File: src/u2b_pkg.sv
// Shared constants, types and functions of the UYVY to BGR converter.
`default_nettype none

package u2b_pkg;

   // Width of the signed weighted sums; covers -70688 .. 136882.
   localparam int SUM_W = 19;
   localparam int PIX_W = 8;
   localparam int QUEUE_DEPTH_DEFAULT = 2;

   localparam logic signed [SUM_W-1:0] K_Y         = 19'sd298;
   localparam logic signed [SUM_W-1:0] K_RED_V     = 19'sd409;
   localparam logic signed [SUM_W-1:0] K_GREEN_U   = 19'sd100;
   localparam logic signed [SUM_W-1:0] K_GREEN_V   = 19'sd208;
   localparam logic signed [SUM_W-1:0] K_BLUE_U    = 19'sd516;
   localparam logic signed [SUM_W-1:0] K_ROUND     = 19'sd128;
   localparam logic signed [SUM_W-1:0] K_LUMA_OFS  = 19'sd16;
   localparam logic signed [SUM_W-1:0] K_CHROMA_OFS = 19'sd128;
   localparam logic [PIX_W-1:0]        PIX_MAX     = 8'd255;

   // One queued macropixel: chroma terms worked out, lumas kept raw.
   typedef struct packed {
      logic signed [SUM_W-1:0] term_blue;
      logic signed [SUM_W-1:0] term_green;
      logic signed [SUM_W-1:0] term_red;
      logic [PIX_W-1:0]        luma_first;
      logic [PIX_W-1:0]        luma_second;
   } entry_type;

   // Floor shift by 8, then saturate to 0..255.
   function automatic logic [PIX_W-1:0] clamp_channel(input logic signed [SUM_W-1:0] sum);
      logic [PIX_W-1:0] res;
      if (sum[SUM_W-1]) begin
         res = '0;
      end else if (|sum[SUM_W-2:16]) begin
         res = PIX_MAX;
      end else begin
         res = sum[15:8];
      end
      return res;
   endfunction

endpackage

`default_nettype wire

File: src/u2b_front.sv
// Front end: accepts a macropixel and forms its chroma terms for the queue.
`default_nettype none

module u2b_front (
   input  wire logic                      start,
   input  wire logic                      queue_full,
   input  wire logic [u2b_pkg::PIX_W-1:0] req_chroma_u,
   input  wire logic [u2b_pkg::PIX_W-1:0] req_luma_first,
   input  wire logic [u2b_pkg::PIX_W-1:0] req_chroma_v,
   input  wire logic [u2b_pkg::PIX_W-1:0] req_luma_second,
   output logic                           busy,
   output logic                           push,
   output u2b_pkg::entry_type             push_entry
);

   logic signed [u2b_pkg::SUM_W-1:0] d_ext;
   logic signed [u2b_pkg::SUM_W-1:0] e_ext;

   always_comb begin
      // center chroma around zero
      d_ext = $signed({{(u2b_pkg::SUM_W-u2b_pkg::PIX_W){1'b0}}, req_chroma_u})
            - u2b_pkg::K_CHROMA_OFS;
      e_ext = $signed({{(u2b_pkg::SUM_W-u2b_pkg::PIX_W){1'b0}}, req_chroma_v})
            - u2b_pkg::K_CHROMA_OFS;

      busy = queue_full;
      push = start && !queue_full;

      push_entry.term_blue   = d_ext * u2b_pkg::K_BLUE_U;
      push_entry.term_green  = -(d_ext * u2b_pkg::K_GREEN_U) - (e_ext * u2b_pkg::K_GREEN_V);
      push_entry.term_red    = e_ext * u2b_pkg::K_RED_V;
      push_entry.luma_first  = req_luma_first;
      push_entry.luma_second = req_luma_second;
   end

endmodule

`default_nettype wire

File: src/u2b_queue.sv
// Short queue of precomputed macropixel entries between front and back ends.
`default_nettype none

module u2b_queue #(
   parameter int DEPTH = u2b_pkg::QUEUE_DEPTH_DEFAULT
) (
   input  wire logic               clock,
   input  wire logic               reset,
   input  wire logic               push,
   input  wire u2b_pkg::entry_type push_entry,
   input  wire logic               pop,
   output logic                    full,
   output logic                    head_valid,
   output u2b_pkg::entry_type      head
);

   localparam int PTR_W = $clog2(DEPTH);
   localparam int CNT_W = $clog2(DEPTH + 1);
   localparam logic [PTR_W-1:0] PTR_LAST = PTR_W'(DEPTH - 1);
   localparam logic [CNT_W-1:0] CNT_FULL = CNT_W'(DEPTH);

   u2b_pkg::entry_type slot_ff [DEPTH];
   logic [PTR_W-1:0]   wr_ptr_ff, wr_ptr_in;
   logic [PTR_W-1:0]   rd_ptr_ff, rd_ptr_in;
   logic [CNT_W-1:0]   count_ff,  count_in;
   logic               do_push, do_pop;

   always_comb begin
      full       = (count_ff == CNT_FULL);
      head_valid = (count_ff != '0);
      head       = slot_ff[rd_ptr_ff];
      do_push    = push && !full;
      do_pop     = pop && head_valid;

      wr_ptr_in = wr_ptr_ff;
      rd_ptr_in = rd_ptr_ff;
      count_in  = count_ff;
      if (do_push) begin
         wr_ptr_in = (wr_ptr_ff == PTR_LAST) ? '0 : wr_ptr_ff + 1'b1;
      end
      if (do_pop) begin
         rd_ptr_in = (rd_ptr_ff == PTR_LAST) ? '0 : rd_ptr_ff + 1'b1;
      end
      if (do_push && !do_pop) begin
         count_in = count_ff + 1'b1;
      end else if (do_pop && !do_push) begin
         count_in = count_ff - 1'b1;
      end
   end

   always_ff @(posedge clock) begin
      if (reset) begin
         wr_ptr_ff <= '0;
         rd_ptr_ff <= '0;
         count_ff  <= '0;
      end else begin
         wr_ptr_ff <= wr_ptr_in;
         rd_ptr_ff <= rd_ptr_in;
         count_ff  <= count_in;
      end
   end

   always_ff @(posedge clock) begin
      if (do_push) begin
         slot_ff[wr_ptr_ff] <= push_entry;
      end
   end

endmodule

`default_nettype wire

File: src/u2b_back.sv
// Back end: converts one pixel per cycle from a valid queue head, drives results.
`default_nettype none

module u2b_back (
   input  wire logic                      clock,
   input  wire logic                      reset,
   input  wire logic                      head_valid,
   input  wire u2b_pkg::entry_type        head,
   output logic                           pop,
   output logic                           rsp_strobe,
   output logic [u2b_pkg::PIX_W-1:0]      rsp_blue,
   output logic [u2b_pkg::PIX_W-1:0]      rsp_green,
   output logic [u2b_pkg::PIX_W-1:0]      rsp_red,
   output logic [u2b_pkg::PIX_W-1:0]      rsp_gray,
   output logic                           rsp_last_of_pair
);

   logic                             phase_ff, phase_in;
   logic                             sum_valid_ff, sum_valid_in;
   logic                             sum_last_ff, sum_last_in;
   logic [u2b_pkg::PIX_W-1:0]        sum_gray_ff, sum_gray_in;
   logic signed [u2b_pkg::SUM_W-1:0] sum_blue_ff, sum_blue_in;
   logic signed [u2b_pkg::SUM_W-1:0] sum_green_ff, sum_green_in;
   logic signed [u2b_pkg::SUM_W-1:0] sum_red_ff, sum_red_in;
   logic signed [u2b_pkg::SUM_W-1:0] c_ext;
   logic signed [u2b_pkg::SUM_W-1:0] base;

   logic                             strobe_ff, strobe_in;
   logic [u2b_pkg::PIX_W-1:0]        blue_ff, blue_in;
   logic [u2b_pkg::PIX_W-1:0]        green_ff, green_in;
   logic [u2b_pkg::PIX_W-1:0]        red_ff, red_in;
   logic [u2b_pkg::PIX_W-1:0]        gray_ff, gray_in;
   logic                             last_ff, last_in;

   // sum stage: pick this pixel's luma, add luma and chroma terms
   always_comb begin
      sum_gray_in = phase_ff ? head.luma_second : head.luma_first;
      c_ext = $signed({{(u2b_pkg::SUM_W-u2b_pkg::PIX_W){1'b0}}, sum_gray_in})
            - u2b_pkg::K_LUMA_OFS;
      base  = c_ext * u2b_pkg::K_Y + u2b_pkg::K_ROUND;

      sum_blue_in  = base + head.term_blue;
      sum_green_in = base + head.term_green;
      sum_red_in   = base + head.term_red;
      sum_last_in  = phase_ff;
      sum_valid_in = head_valid;

      phase_in = head_valid ? !phase_ff : phase_ff;
      pop      = head_valid && phase_ff;
   end

   // output stage: saturate and hold for one strobe cycle
   always_comb begin
      strobe_in = sum_valid_ff;
      blue_in   = u2b_pkg::clamp_channel(sum_blue_ff);
      green_in  = u2b_pkg::clamp_channel(sum_green_ff);
      red_in    = u2b_pkg::clamp_channel(sum_red_ff);
      gray_in   = sum_gray_ff;
      last_in   = sum_last_ff;
   end

   always_ff @(posedge clock) begin
      if (reset) begin
         phase_ff     <= 1'b0;
         sum_valid_ff <= 1'b0;
         strobe_ff    <= 1'b0;
      end else begin
         phase_ff     <= phase_in;
         sum_valid_ff <= sum_valid_in;
         strobe_ff    <= strobe_in;
      end
   end

   always_ff @(posedge clock) begin
      sum_blue_ff  <= sum_blue_in;
      sum_green_ff <= sum_green_in;
      sum_red_ff   <= sum_red_in;
      sum_gray_ff  <= sum_gray_in;
      sum_last_ff  <= sum_last_in;
      blue_ff      <= blue_in;
      green_ff     <= green_in;
      red_ff       <= red_in;
      gray_ff      <= gray_in;
      last_ff      <= last_in;
   end

   assign rsp_strobe       = strobe_ff;
   assign rsp_blue         = blue_ff;
   assign rsp_green        = green_ff;
   assign rsp_red          = red_ff;
   assign rsp_gray         = gray_ff;
   assign rsp_last_of_pair = last_ff;

endmodule

`default_nettype wire

File: src/uyvy_to_bgr_converter.sv
// Top level of the UYVY 4:2:2 to BGR converter (BT.601 integer form).
`default_nettype none

// A transaction is one packed macropixel (U, Y0, V, Y1), taken at a clock edge
// where start is high and busy is low. Every transaction yields exactly two
// pixel results, the first with rsp_last_of_pair low and the second with it
// high, in back-to-back cycles marked by rsp_strobe. The receiver cannot
// stall: each result is on the rsp_ ports for one cycle only. The back end sets
// the pace, converting one pixel per cycle from the queue head while it holds an
// entry; new transactions are taken while older ones are still converted. With
// an empty queue, a macropixel passes the queue, the sum and output registers to
// its first strobe; busy is high only while all QUEUE_DEPTH entries hold waiting
// macropixels, so from empty a burst of at least QUEUE_DEPTH transactions is
// taken on consecutive cycles. Each channel is (298*(Y-16) + chroma term + 128)
// >> 8, saturated to 0..255; rsp_gray carries the raw luma byte.
module uyvy_to_bgr_converter #(
   parameter int QUEUE_DEPTH = u2b_pkg::QUEUE_DEPTH_DEFAULT
) (
   input  wire logic                      clock,
   input  wire logic                      reset,
   input  wire logic                      start,
   output logic                           busy,
   input  wire logic [u2b_pkg::PIX_W-1:0] req_chroma_u,
   input  wire logic [u2b_pkg::PIX_W-1:0] req_luma_first,
   input  wire logic [u2b_pkg::PIX_W-1:0] req_chroma_v,
   input  wire logic [u2b_pkg::PIX_W-1:0] req_luma_second,
   output logic                           rsp_strobe,
   output logic [u2b_pkg::PIX_W-1:0]      rsp_blue,
   output logic [u2b_pkg::PIX_W-1:0]      rsp_green,
   output logic [u2b_pkg::PIX_W-1:0]      rsp_red,
   output logic [u2b_pkg::PIX_W-1:0]      rsp_gray,
   output logic                           rsp_last_of_pair
);

   // hand-off between the stages
   logic               queue_full;
   logic               push;
   u2b_pkg::entry_type push_entry;
   logic               pop;
   logic               head_valid;
   u2b_pkg::entry_type head;

   // accept and precompute chroma terms shared by both pixels
   u2b_front u_front (
      .start           (start),
      .queue_full      (queue_full),
      .req_chroma_u    (req_chroma_u),
      .req_luma_first  (req_luma_first),
      .req_chroma_v    (req_chroma_v),
      .req_luma_second (req_luma_second),
      .busy            (busy),
      .push            (push),
      .push_entry      (push_entry)
   );

   // decouple intake from the fixed-pace output side
   u2b_queue #(
      .DEPTH (QUEUE_DEPTH)
   ) u_queue (
      .clock      (clock),
      .reset      (reset),
      .push       (push),
      .push_entry (push_entry),
      .pop        (pop),
      .full       (queue_full),
      .head_valid (head_valid),
      .head       (head)
   );

   // two pixels per entry, one per cycle; drop the entry after the second
   u2b_back u_back (
      .clock            (clock),
      .reset            (reset),
      .head_valid       (head_valid),
      .head             (head),
      .pop              (pop),
      .rsp_strobe       (rsp_strobe),
      .rsp_blue         (rsp_blue),
      .rsp_green        (rsp_green),
      .rsp_red          (rsp_red),
      .rsp_gray         (rsp_gray),
      .rsp_last_of_pair (rsp_last_of_pair)
   );

endmodule

`default_nettype wire

File: config.mk
export PLATFORM = sky130hd
export DESIGN_NAME = uyvy_to_bgr_converter
export DESIGN_NICKNAME = d
export VERILOG_FILES = /design/src/u2b_pkg.sv /design/src/u2b_front.sv /design/src/u2b_queue.sv /design/src/u2b_back.sv /design/src/uyvy_to_bgr_converter.sv
export SDC_FILE = /design/constraint.sdc
export NUM_CORES = 1
export LEC_CHECK = 0
export BUFFER_PORTS_ARGS = -buffer_cell sky130_fd_sc_hd__buf_2
export CAP_MARGIN = 40
export CORE_MARGIN = 2
export CORE_UTILIZATION = 68
export CTS_BUF_LIST = sky130_fd_sc_hd__clkbuf_8
export CTS_CLUSTER_SIZE = 12
export DETAILED_ROUTE_END_ITERATION = 12
export PLACE_DENSITY_LB_ADDON = 0.2
export SYNTH_ARGS = -nofsm -noshare
export SYNTH_HDL_FRONTEND = slang
export SYNTH_SLANG_ARGS = --single-unit
File: constraint.sdc
create_clock -name clock -period 12.2 [get_ports clock]
set_input_delay 1.22 -clock clock [delete_from_list [all_inputs] [get_ports clock]]
set_output_delay 1.22 -clock clock [all_outputs]
set_load 0.03 [all_outputs]
==> metrics <==
number of sinks handled by clock tree synthesis 217; routability-driven placement congestion ratio slightly below 0.9; routed length per instance approximately 17 microns; die boundary width 149 microns; height of the die 149 microns; mean area per synthesized cell around 11 sq um; total routing usage reported by global routing 26.1%; clock transition time at the flip-flop clock pins of the worst setup and hold paths around 0.06 ns; Synth Register Bits 217; CTS tree done; via count of the first global-routing pass 9487; Slew Viols, Final 0; number of input and output port buffers inserted 69; Post-synth EDFFs around 130; floorplan die area roughly 22000 sq um; clock insertion delay at the later pin of the skew report approximately 0.52 ns; Pre-Repair DR Iteration Count 5; critical path startpoint category flip-flop; status complete, no violations; CP Max Fanout 59; final hold violation count 0; area of the mapped netlist between 10000 and 15000 sq um; post-route minimum period 7.64 ns; number of design rule violations left after detail routing 0; ANT nets after route 0; endpoint type of the worst setup path flip-flop; synth-to-layout area growth 9.11%; Synth Instances between 1000 and 1500; routed via count about 9200; Crit path arrival time 8.04 ns; CTS root buffer clkbuf_8; post-CTS setup buffers 0; number of distinct library cells after synthesis about 80; first-pass GRT wire length 46.0 mm; number of vias per cell after detailed routing ~5.6; highest clock rate approximately 130 MHz; final instance count without filler cells between 1500 and 2000; net total in the final layout 1664; Data required, critical path ~13 ns; max-cap violations 0; pin count of the biggest net entering global routing 60; worst min path class flip-flop to flip-flop; flip-flop cell with the highest count after synthesis edfxtp_1; Ys Warns 0; share of the clock period used by the worst path after layout between 60% and 70%; relative slew slack a little over two fifths; unrepaired setup endpoints after global routing no; number of buffers inserted during clock tree synthesis 34; number of diodes 0; slew at the pin with the worst max-slew slack between 0.8 and 0.9 ns; worst setup margin ~4.6 ns; fraction of the yosys area taken by sequential cells around 40%; main area contributors after synthesis edfxtp_1 (28%), ha_1 (21%), dfxtp_1 (12%), fa_1 (5.5%), inv_1 (4.6%); share of async-settable or async-resettable flops after synthesis 0%; layout cells sized above 1 14.8%; number of buffers added to fix hold violations after cts 0; cell row count between 50 and 60; final hold slack about 0.33 ns; TNS Setup 0 ns; iteration-0 DRC count of the detailed router a little over 500; min-delay src u_back.gray_in[3]; starting utilization of the core area 69.9%; area leader, netlist edfxtp_1; overall overflow remaining after global route 0; H-tree depth 2; Max clock buf depth 3; Cells after DPL around 1600; post-DP HPWL 21.3 mm; most repeated cell in the gate-level netlist after synthesis ha_1; ranking of synthesized cells by instance count ha_1 (238), inv_1 (174), edfxtp_1 (134), nor2_1 (115), dfxtp_1 (83); number of setup violations in the final report 0; final-layout fill cell count between 1000 and 1500; number of primary I/O pins 70; detailed-route wire length 27.3 mm; count of instances resized after the clock tree is built 0; critical path class flip-flop to flip-flop; Synth top area share around 28%; Placeable Area between 20000 and 25000 sq um; worst setup slack before clock tree synthesis 4.53 ns; initial antenna violation count 0; Syn Nets 1570; clock skew about 0.024 ns
stage by stage:
stage          area (sq um)  util [%]
6_report              15500      76.3
5_1_grt               15500      76.3
4_1_cts               15500      76.3
3_5_place_dp          14900      73.3
3_3_place_gp          14900      73.0
2_1_floorplan         14200         -
registers in the layout, summed over array words and instances (netlist names), named ones only:
register,cells
u_queue.count_ff,2
u_back.sum_green_ff,11
u_back.rsp_green,8
u_back.rsp_last_of_pair,1
u_back.rsp_blue,8
u_queue.wr_ptr_ff,1
u_back.sum_red_ff,11
u_back.phase_ff,1
u_back.gray_in,8
u_back.rsp_red,8
u_queue.slot_ff,134
u_queue.rd_ptr_ff,1
u_back.sum_blue_ff,11
u_back.last_in,1
u_back.rsp_strobe,1
u_back.strobe_in,1
u_back.rsp_gray,8
worst max-delay path: stages, from the launching register on:
cell and delay (ns):
dfxtp_2 0.31, buf_4 0.64, mux4_2 0.66, nor3_1 0.40, xor2_1 0.37, ha_1 0.31
ha_1 0.27, inv_1 0.06, fa_1 0.45, fa_1 0.51, inv_1 0.04, ha_1 0.38
or3b_2 0.50, o221ai_1 0.08, or3_4 0.17, nand2_1 0.04, or2_2 0.30, xnor2_1 0.19
ha_1 0.37, nand4_1 0.11, o311ai_0 0.54, a21oi_1 0.21, o21bai_1 0.30, a21oi_1 0.14
xnor2_1 0.15
cells in the final DEF, fill, tap and decap left out, types with 13 or more instances in the layout:
master	Yosys	routed
nand3_1	13	13
mux2_2	48	48
clkbuf_8	0	36
nor2_1	115	114
nor3_1	15	15
a21o_1	18	18
a21oi_1	55	55
edfxtp_1	134	134
dfxtp_1	83	82
o21ai_0	26	26
o21a_1	13	13
ha_1	238	238
buf_2	2	69
xnor2_1	66	66
inv_1	174	184
fa_1	39	39
nand2_1	21	21
xor2_1	27	27
final cells by class:
| cell class | instances | area (sq um) | area share (%) |
|---|---|---|---|
| clock buffer | 36 | 495 | 3.19 |
| clock inverter | 23 | 104 | 0.668 |
| inverter | 175 | 657 | 4.23 |
| multi-input combinational | 849 | 7830 | 50.4 |
| sequential | 217 | 5690 | 36.6 |
| tap | 270 | 338 | 2.17 |
| timing repair buffer | 75 | 430 | 2.77 |
layer usage:
layer	vias up	track usage, %	part of all wire (%)
met5	-	0	0
met4	0	7.90	2.5
li1	4578	-	-
met1	4365	34.2	44
met3	55	3.34	4.0
met2	212	45.7	50
worst paths after layout:
| kind | slack, ns | depth (start not counted) | end |
|---|---|---|---|
| worst max-delay path | 4.56 | 24 | u_back.sum_green_ff[17] |
| worst max register to register | 4.56 | 24 | u_back.sum_green_ff[17] |
| worst min-delay path | 0.33 | 0 | u_back.rsp_gray[3] |
| worst min register to register | 0.33 | 0 | u_back.rsp_gray[3] |
cell families (layout without fill, tap and decap cells):
logic type               after synthesis  count (layout)  synth area share, %
buffers and inverters                192             309                 5.21
AND/OR/NAND/NOR                      231             231                 7.74
multiplexers                          60              60                 5.34
AO/OA/AOI/OAI                        184             184                 9.07
flip-flops                           217             217                 39.9
adder cells (fa/ha/maj)              277             277                 26.4
XOR/XNOR                              97              97                 6.31
Power is not shown: default switching activity piles up to over one toggle a cycle in this logic, so the estimate is an artifact.
